===== src/sv/segint_pkg.sv =====
// segint_pkg: widths, word types and queue types for the segment intersection unit
// used by every module of the block, depends on nothing
`default_nettype none
package segint_pkg;

  localparam int COORD_WIDTH = 32;
  localparam int DW = COORD_WIDTH + 1;        // coordinate differences
  localparam int PW = 2 * DW;                 // cross products
  localparam int NW = PW + 1;                 // denominator and numerators
  localparam int MW = PW;                     // magnitude of numerator or denominator
  localparam int RW = MW + DW - 1;            // dividend of the point division
  localparam int QB = DW;                     // quotient bits on a hit
  localparam int QDEPTH = 4;
  localparam int QAW = $clog2(QDEPTH);

  typedef struct packed {
    logic signed [COORD_WIDTH-1:0] a_start_x;
    logic signed [COORD_WIDTH-1:0] a_start_y;
    logic signed [COORD_WIDTH-1:0] a_end_x;
    logic signed [COORD_WIDTH-1:0] a_end_y;
    logic signed [COORD_WIDTH-1:0] b_start_x;
    logic signed [COORD_WIDTH-1:0] b_start_y;
    logic signed [COORD_WIDTH-1:0] b_end_x;
    logic signed [COORD_WIDTH-1:0] b_end_y;
  } seg_in_t;

  typedef struct packed {
    logic                          hit;
    logic signed [COORD_WIDTH-1:0] point_x;
    logic signed [COORD_WIDTH-1:0] point_y;
  } seg_out_t;

  // classified item handed from front to back
  typedef struct packed {
    logic                          hit;
    logic signed [COORD_WIDTH-1:0] sax;
    logic signed [COORD_WIDTH-1:0] say;
    logic signed [DW-1:0]          dax;
    logic signed [DW-1:0]          day;
    logic signed [NW-1:0]          na;
    logic signed [NW-1:0]          den;
  } qword_t;

  typedef struct packed {
    logic full;
    logic empty;
  } qstat_t;

endpackage
`default_nettype wire


===== src/sv/segint_queue.sv =====
// segint_queue: short word queue between front and back
// depends on segint_pkg
`default_nettype none
module segint_queue
  import segint_pkg::*;
(
  input  wire logic   clk,
  input  wire logic   rst,
  input  wire logic   push,
  input  wire qword_t push_word,
  input  wire logic   pop,
  output qword_t      pop_word,
  output qstat_t      qstat
);

  qword_t         mem [0:QDEPTH-1];
  logic [QAW-1:0] wptr, rptr;
  logic [QAW:0]   cnt;

  assign qstat.full  = (cnt == (QAW+1)'(QDEPTH));
  assign qstat.empty = (cnt == '0);
  assign pop_word    = mem[rptr];

  always_ff @(posedge clk) begin
    if (push) begin
      mem[wptr] <= push_word;
    end
  end

  always_ff @(posedge clk) begin
    if (rst) begin
      wptr <= '0;
      rptr <= '0;
      cnt  <= '0;
    end else begin
      if (push) wptr <= wptr + 1'b1;
      if (pop)  rptr <= rptr + 1'b1;
      case ({push, pop})
        2'b10:   cnt <= cnt + 1'b1;
        2'b01:   cnt <= cnt - 1'b1;
        default: cnt <= cnt;
      endcase
    end
  end

endmodule
`default_nettype wire


===== config.mk =====
export PLATFORM = sky130hd
export DESIGN_NAME = segint_queue
export DESIGN_NICKNAME = d
export VERILOG_FILES = /design/src/sv/segint_pkg.sv /design/src/sv/segint_queue.sv
export SDC_FILE = /design/constraint.sdc
export NUM_CORES = 1
export LEC_CHECK = 0
export ABC_CLOCK_PERIOD_IN_PS = 13000
export BUFFER_PORTS_ARGS = -buffer_cell sky130_fd_sc_hd__buf_4
export CAP_MARGIN = 20
export CORE_MARGIN = 2
export CORE_UTILIZATION = 45
export CTS_CLUSTER_DIAMETER = 60
export CTS_CLUSTER_SIZE = 16
export DETAILED_ROUTE_END_ITERATION = 8
export GPL_TIMING_DRIVEN = 0
export PLACE_DENSITY = 0.72
export SYNTH_ARGS = -nofsm -noshare
export SYNTH_HDL_FRONTEND = slang
export SYNTH_SLANG_ARGS = --single-unit

===== constraint.sdc =====
create_clock -name clk -period 13 [get_ports clk]
set_clock_uncertainty 0.1 [all_clocks]
set_input_delay 0 -clock clk [delete_from_list [all_inputs] [get_ports clk]]
set_output_delay 0 -clock clk [all_outputs]
set_load 0.05 [all_outputs]

# Word level (Yosys, flattened, before mapping)
# Memories as Yosys holds them, arrays and structs flattened. A register that Yosys moved wholly into a read port is not among the register bits.
# Index checks and enable logic that the tools add are counted.
[classes]
add_sub_neg = 4
n_eq_ne = 3
n_mux = 5
reduce_logical = 2
[ops]
columns = ["operator", "count"]
rows = [
  ["one-hot mux 3 bit (2 select lines)", 1],
  ["adder 2 x 1 -> 2 bit, second input constant", 2],
  ["2-to-1 mux 2 bit", 2],
  ["adder 3 x 1 -> 3 bit, second input constant", 1],
  ["== test 3 bit, second input constant", 1],
  ["zero test 3 bit", 1],
  ["subtractor 3 x 1 -> 3 bit, second input constant", 1],
  ["== test 2 x 1 -> 1 bit, second input constant", 1],
  ["== test 2 bit, second input constant", 1],
  ["2-to-1 mux 1 bit", 2],
  ["nonzero test 2 bit", 1],
]
[totals]
register_bits = 7
ramBits = 1060
input_bits = 269
output_inout_bits = 267
word_cells = 18
n_memories = 1
[memory_table]
columns = ["name", "depth", "word_bits", "read_ports", "rd_ports_with_merged_regs", "write_ports", "line", "source"]
rows = [
  ["mem", 4, 265, 1, 1, 1, "segint_queue.sv:16", "qword_t mem [0:QDEPTH-1];"],
]

# Depth between registers and ports, before layout
[depth]
ltp_word = 3
depth_mapped = 7
ltp_nobuf = 7

# Worst setup path after synthesis
# OpenSTA, ideal clock, no wires.
[synth_path]
path_kind = "register to register"
startpoint = "reg wptr[0]"
endpoint = "mem mem[0][0] (netlist bit) (enable)"
arrival_ns = 6.546
setup_slack_ns = 5.695
path_stages_with_launch = 4
path_buffers = 0
period_less_slack_ns = 7.305
cell_sequence = "dfxtp_1 > inv_1 > ha_1 > and2_1"
[synth_lines]
columns = ["item", "line", "source"]
rows = [
  ["from (decl)", "segint_queue.sv:17", "logic [QAW-1:0] wptr, rptr;"],
  ["from (signal assigned)", "segint_queue.sv:36", "if (push) wptr <= wptr + 1'b1;"],
  ["to (decl)", "segint_queue.sv:16", ""],
]
# Straight into the memory's write port.

==> flow_summary_export.csv <==
group,metric,value,unit
setup_path,worstPathMaxFanout,10,
final_layout,register_area,32000,µm²
setup_path,r2r_start,"wptr[0]",
setup_path,crit_chain,"clkbuf_1, buf_2, mux4_2, buf_4",
setup_path,cpPeakStageDelay,0.80,ns
drt,routed_wl,89500,µm
clock_tree,cts_tree,"yes",
clock_tree,worstSkewPairLatency,0.63,ns
drt,drtPass1Iterations,5,
clock_tree,cts_setup_buffers,0,
clock_tree,cts_buffers,86,
drt,ant_nets,0,
setup_path,ff2ff_path_depth,5,
clock_tree,max-clock-path-buffers,3,
clock_tree,holdBufCountCts,475,
logic_synthesis,yosys_register_bits,1069,
logic_synthesis,synth_warnings,0,
setup_path,worst_setup_path_end_kind,"primary output",
clock_tree,htreeDepth,3,
job,drv_cap,0,
final_layout,fillers,5691,
timing,timing.final.crit_period,3.00,ns
worst_hold_path,min_to,"mem[0][22]",
global_routing,overflow,0,
logic_synthesis,synthCells,1431,
worst_hold_path,hold_depth,2,
clock_tree,cts_sinks,1069,
floorplan,coreArea,85400,µm²
setup_path,r2r_slack,10.55,ns
setup_path,start_kind,"register",
timing,rsz0062_at_grt,"no",
setup_path,r2r-end,"mem[2][83]",
worst_hold_path,hold_class,"input port to register",
drt,via_count,19675,
drt,viasPerCell,5.25,
setup_path,critPathSlowestCell,"clkbuf_1",
clock_tree,path_clk_slew,0.07,ns
floorplan,num_rows,107,
drt,wl_per_cell,23.9,µm
timing,fin_crit_sh,0.231,
placement,dp_hpwl,52700,µm
logic_synthesis,syn_area_per_cell,27.2,µm²
timing,setup_tns,0,ns
logic_synthesis,syn_nets,1706,
setup_path,worst-setup-path-type,"register to primary output",
worst_hold_path,min-delay-start,"push_word[22]",
timing,whs,0.0342,ns
floorplan,die_area,88900,µm²
timing,slew_headroom,0.298,
timing,slew_violations,0,
logic_synthesis,syn-cell-area,38900,µm²
floorplan,pin_count,536,
global_routing,grt_antenna_before_repair,11,
final_layout,syn_to_final_growth,34.9,%
global_routing,grtUsageTotal,0.202,
timing,max_freq,333,MHz
timing,finalHoldViolations,0,
setup_path,worstPathRequired,12.90,ns
pwr,ir_drop,0.000148,V
placement,place_congestion,0.743,
setup_path,crit_buf_inv,3,
pwr,total_leakage_power,17.9,nW
clock_tree,clockRootBuffer,"clkbuf_16",
setup_path,cp.depth,4,
pwr,p_per_area,153,nW/µm²
final_layout,fin_nets,2826,
logic_synthesis,ys_types,24,
timing,setup_viol,0,
global_routing,grt_pass1_wl,134000,µm
setup_path,timing.critical_path.arrival,2.90,ns
clock_tree,cts_resized,0,
floorplan,start_util,0.456,
floorplan,die_w,298,µm
final_layout,drive_gt1_frac,0.385,
global_routing,grt_pass1_vias,21566,
run_status,status,"completed",
global_routing,grt_max_degree,56,
placement,io_buffers,534,
floorplan,die_h,298,µm
setup_path,cp_top_family,"buffers and inverters",
drt,drt_iter0_markers,1387,
timing,worst_pin_slew,1.05,ns
drt,drc,0,
final_layout,multi_input_area,6210,µm²
logic_synthesis,seq_area_frac_synth,0.822,
routing by layer:
metal	share of wire	GRT usage
met3	0.078	0.0565
met4	0.030	0.0723
met2	0.53	0.358
met1	0.36	0.234
met5	0.00066	0
worst register-to-register path, delay by kind of cell, from the launching register on:
kind | cells | cell delay, ns
fa+ha+maj | 1 | 0.15
buf+inv | 3 | 0.76
flops | 1 | 0.35
simple gates | 1 | 0.71
report_power, final:
group,switching (mW),leakage (nW),internal (mW)
Combinational,0.867,6.77,0.552
Sequential,0.0377,9.81,3.96
Clock,1.19,1.33,1.42
Total,2.10,17.9,5.93
worst max path at each step:
stage | from | to | slack, ns
floorplan | wptr[0] | mem[0][0] | 5.70
global placement | wptr[0] | mem[0][93] | 0.86
detailed placement | wptr[0] | mem[2][177] | 10.53
CTS | register | pop_word[131] | 9.90
global route | register | pop_word[144] | 9.86
finish | register | pop_word[144] | 10.0
per-stage QoR:
| stage | std cells | setup WS, ns | cell area [µm²] | power [mW] | util |
|---|---|---|---|---|---|
| 2_1_floorplan | 1431 | 5.70 | 38900 | 4.95 | - |
| 3_3_place_gp | 3109 | 0.863 | 44400 | 5.40 | 0.519 |
| 3_5_place_dp | 3130 | 10.53 | 44900 | 5.36 | 0.526 |
| 4_1_cts | 3738 | 9.90 | 52500 | 8.06 | 0.614 |
| 5_1_grt | 3746 | 9.86 | 52500 | 8.27 | 0.615 |
| 6_report | 3747 | 10.0 | 52500 | 8.02 | 0.615 |
flip-flops by register name, summed over array words and instances (netlist names), named ones only:
| signal | flops |
|---|---|
| rptr | 2 |
| wptr | 2 |
| mem | 1060 |
| cnt | 3 |
layout make-up:
cell class,count,area share
multi-input cells,296,0.118
diodes,7,0.000334
well taps,1144,0.0273
clock inverters,33,0.00965
repair buffers,1032,0.178
clock buffers,100,0.0430
flip-flops and latches,1069,0.610
inverters,6,0.000429
plain buffers,60,0.0132
cell usage in the layout, fill, tap and decap left out, types with 5 or more instances in the layout:
cell type | synthesis | final
edfxtp_1 | 1060 | 1060
buf_4 | 1 | 535
dlygate4sd3_1 | 0 | 477
mux4_2 | 265 | 265
clkbuf_16 | 0 | 88
buf_2 | 26 | 26
buf_12 | 22 | 22
buf_16 | 0 | 20
clkbuf_1 | 3 | 14
dfxtp_1 | 9 | 9
nor2_1 | 8 | 8
bufinv_16 | 0 | 8
diode_2 | 0 | 7
buf_8 | 6 | 7
inv_1 | 6 | 6
ha_1 | 5 | 5
clkinv_8 | 0 | 5
synth_stat cells:
library cell	number	share of area
a21oi_1	2	0.00026
and2_1	4	0.00064
and3_1	1	0.00016
buf_1	1	0.000096
buf_12	22	0.011
buf_2	26	0.0033
buf_4	1	0.00019
buf_6	1	0.00029
buf_8	6	0.0023
clkbuf_1	3	0.00029
dfxtp_1	9	0.0046
edfxtp_1	1060	0.82
fa_1	1	0.00051
ha_1	5	0.0016
inv_1	6	0.00058
mux2i_1	1	0.00026
mux4_2	265	0.15
nand2_1	1	0.000096
nor2_1	8	0.00077
nor3_1	1	0.00013
o21ai_0	1	0.00013
or3_1	1	0.00016
xnor2_1	2	0.00045
xor2_1	3	0.00068
logic make-up (layout without fill, tap and decap cells):
family	after synthesis	in the layout	share of synthesized area
AOI/OAI and AO/OA	3	3	0.000386
xor gates and xnor gates	5	5	0.00113
adders and majority gates	6	6	0.00212
buffers and inverters	66	1231	0.0184
DFF	1069	1069	0.822
muxes	266	266	0.154
other	0	7	0
and+or+nand+nor	16	16	0.00196
Note: power is estimated with default switching activity, not from simulation.
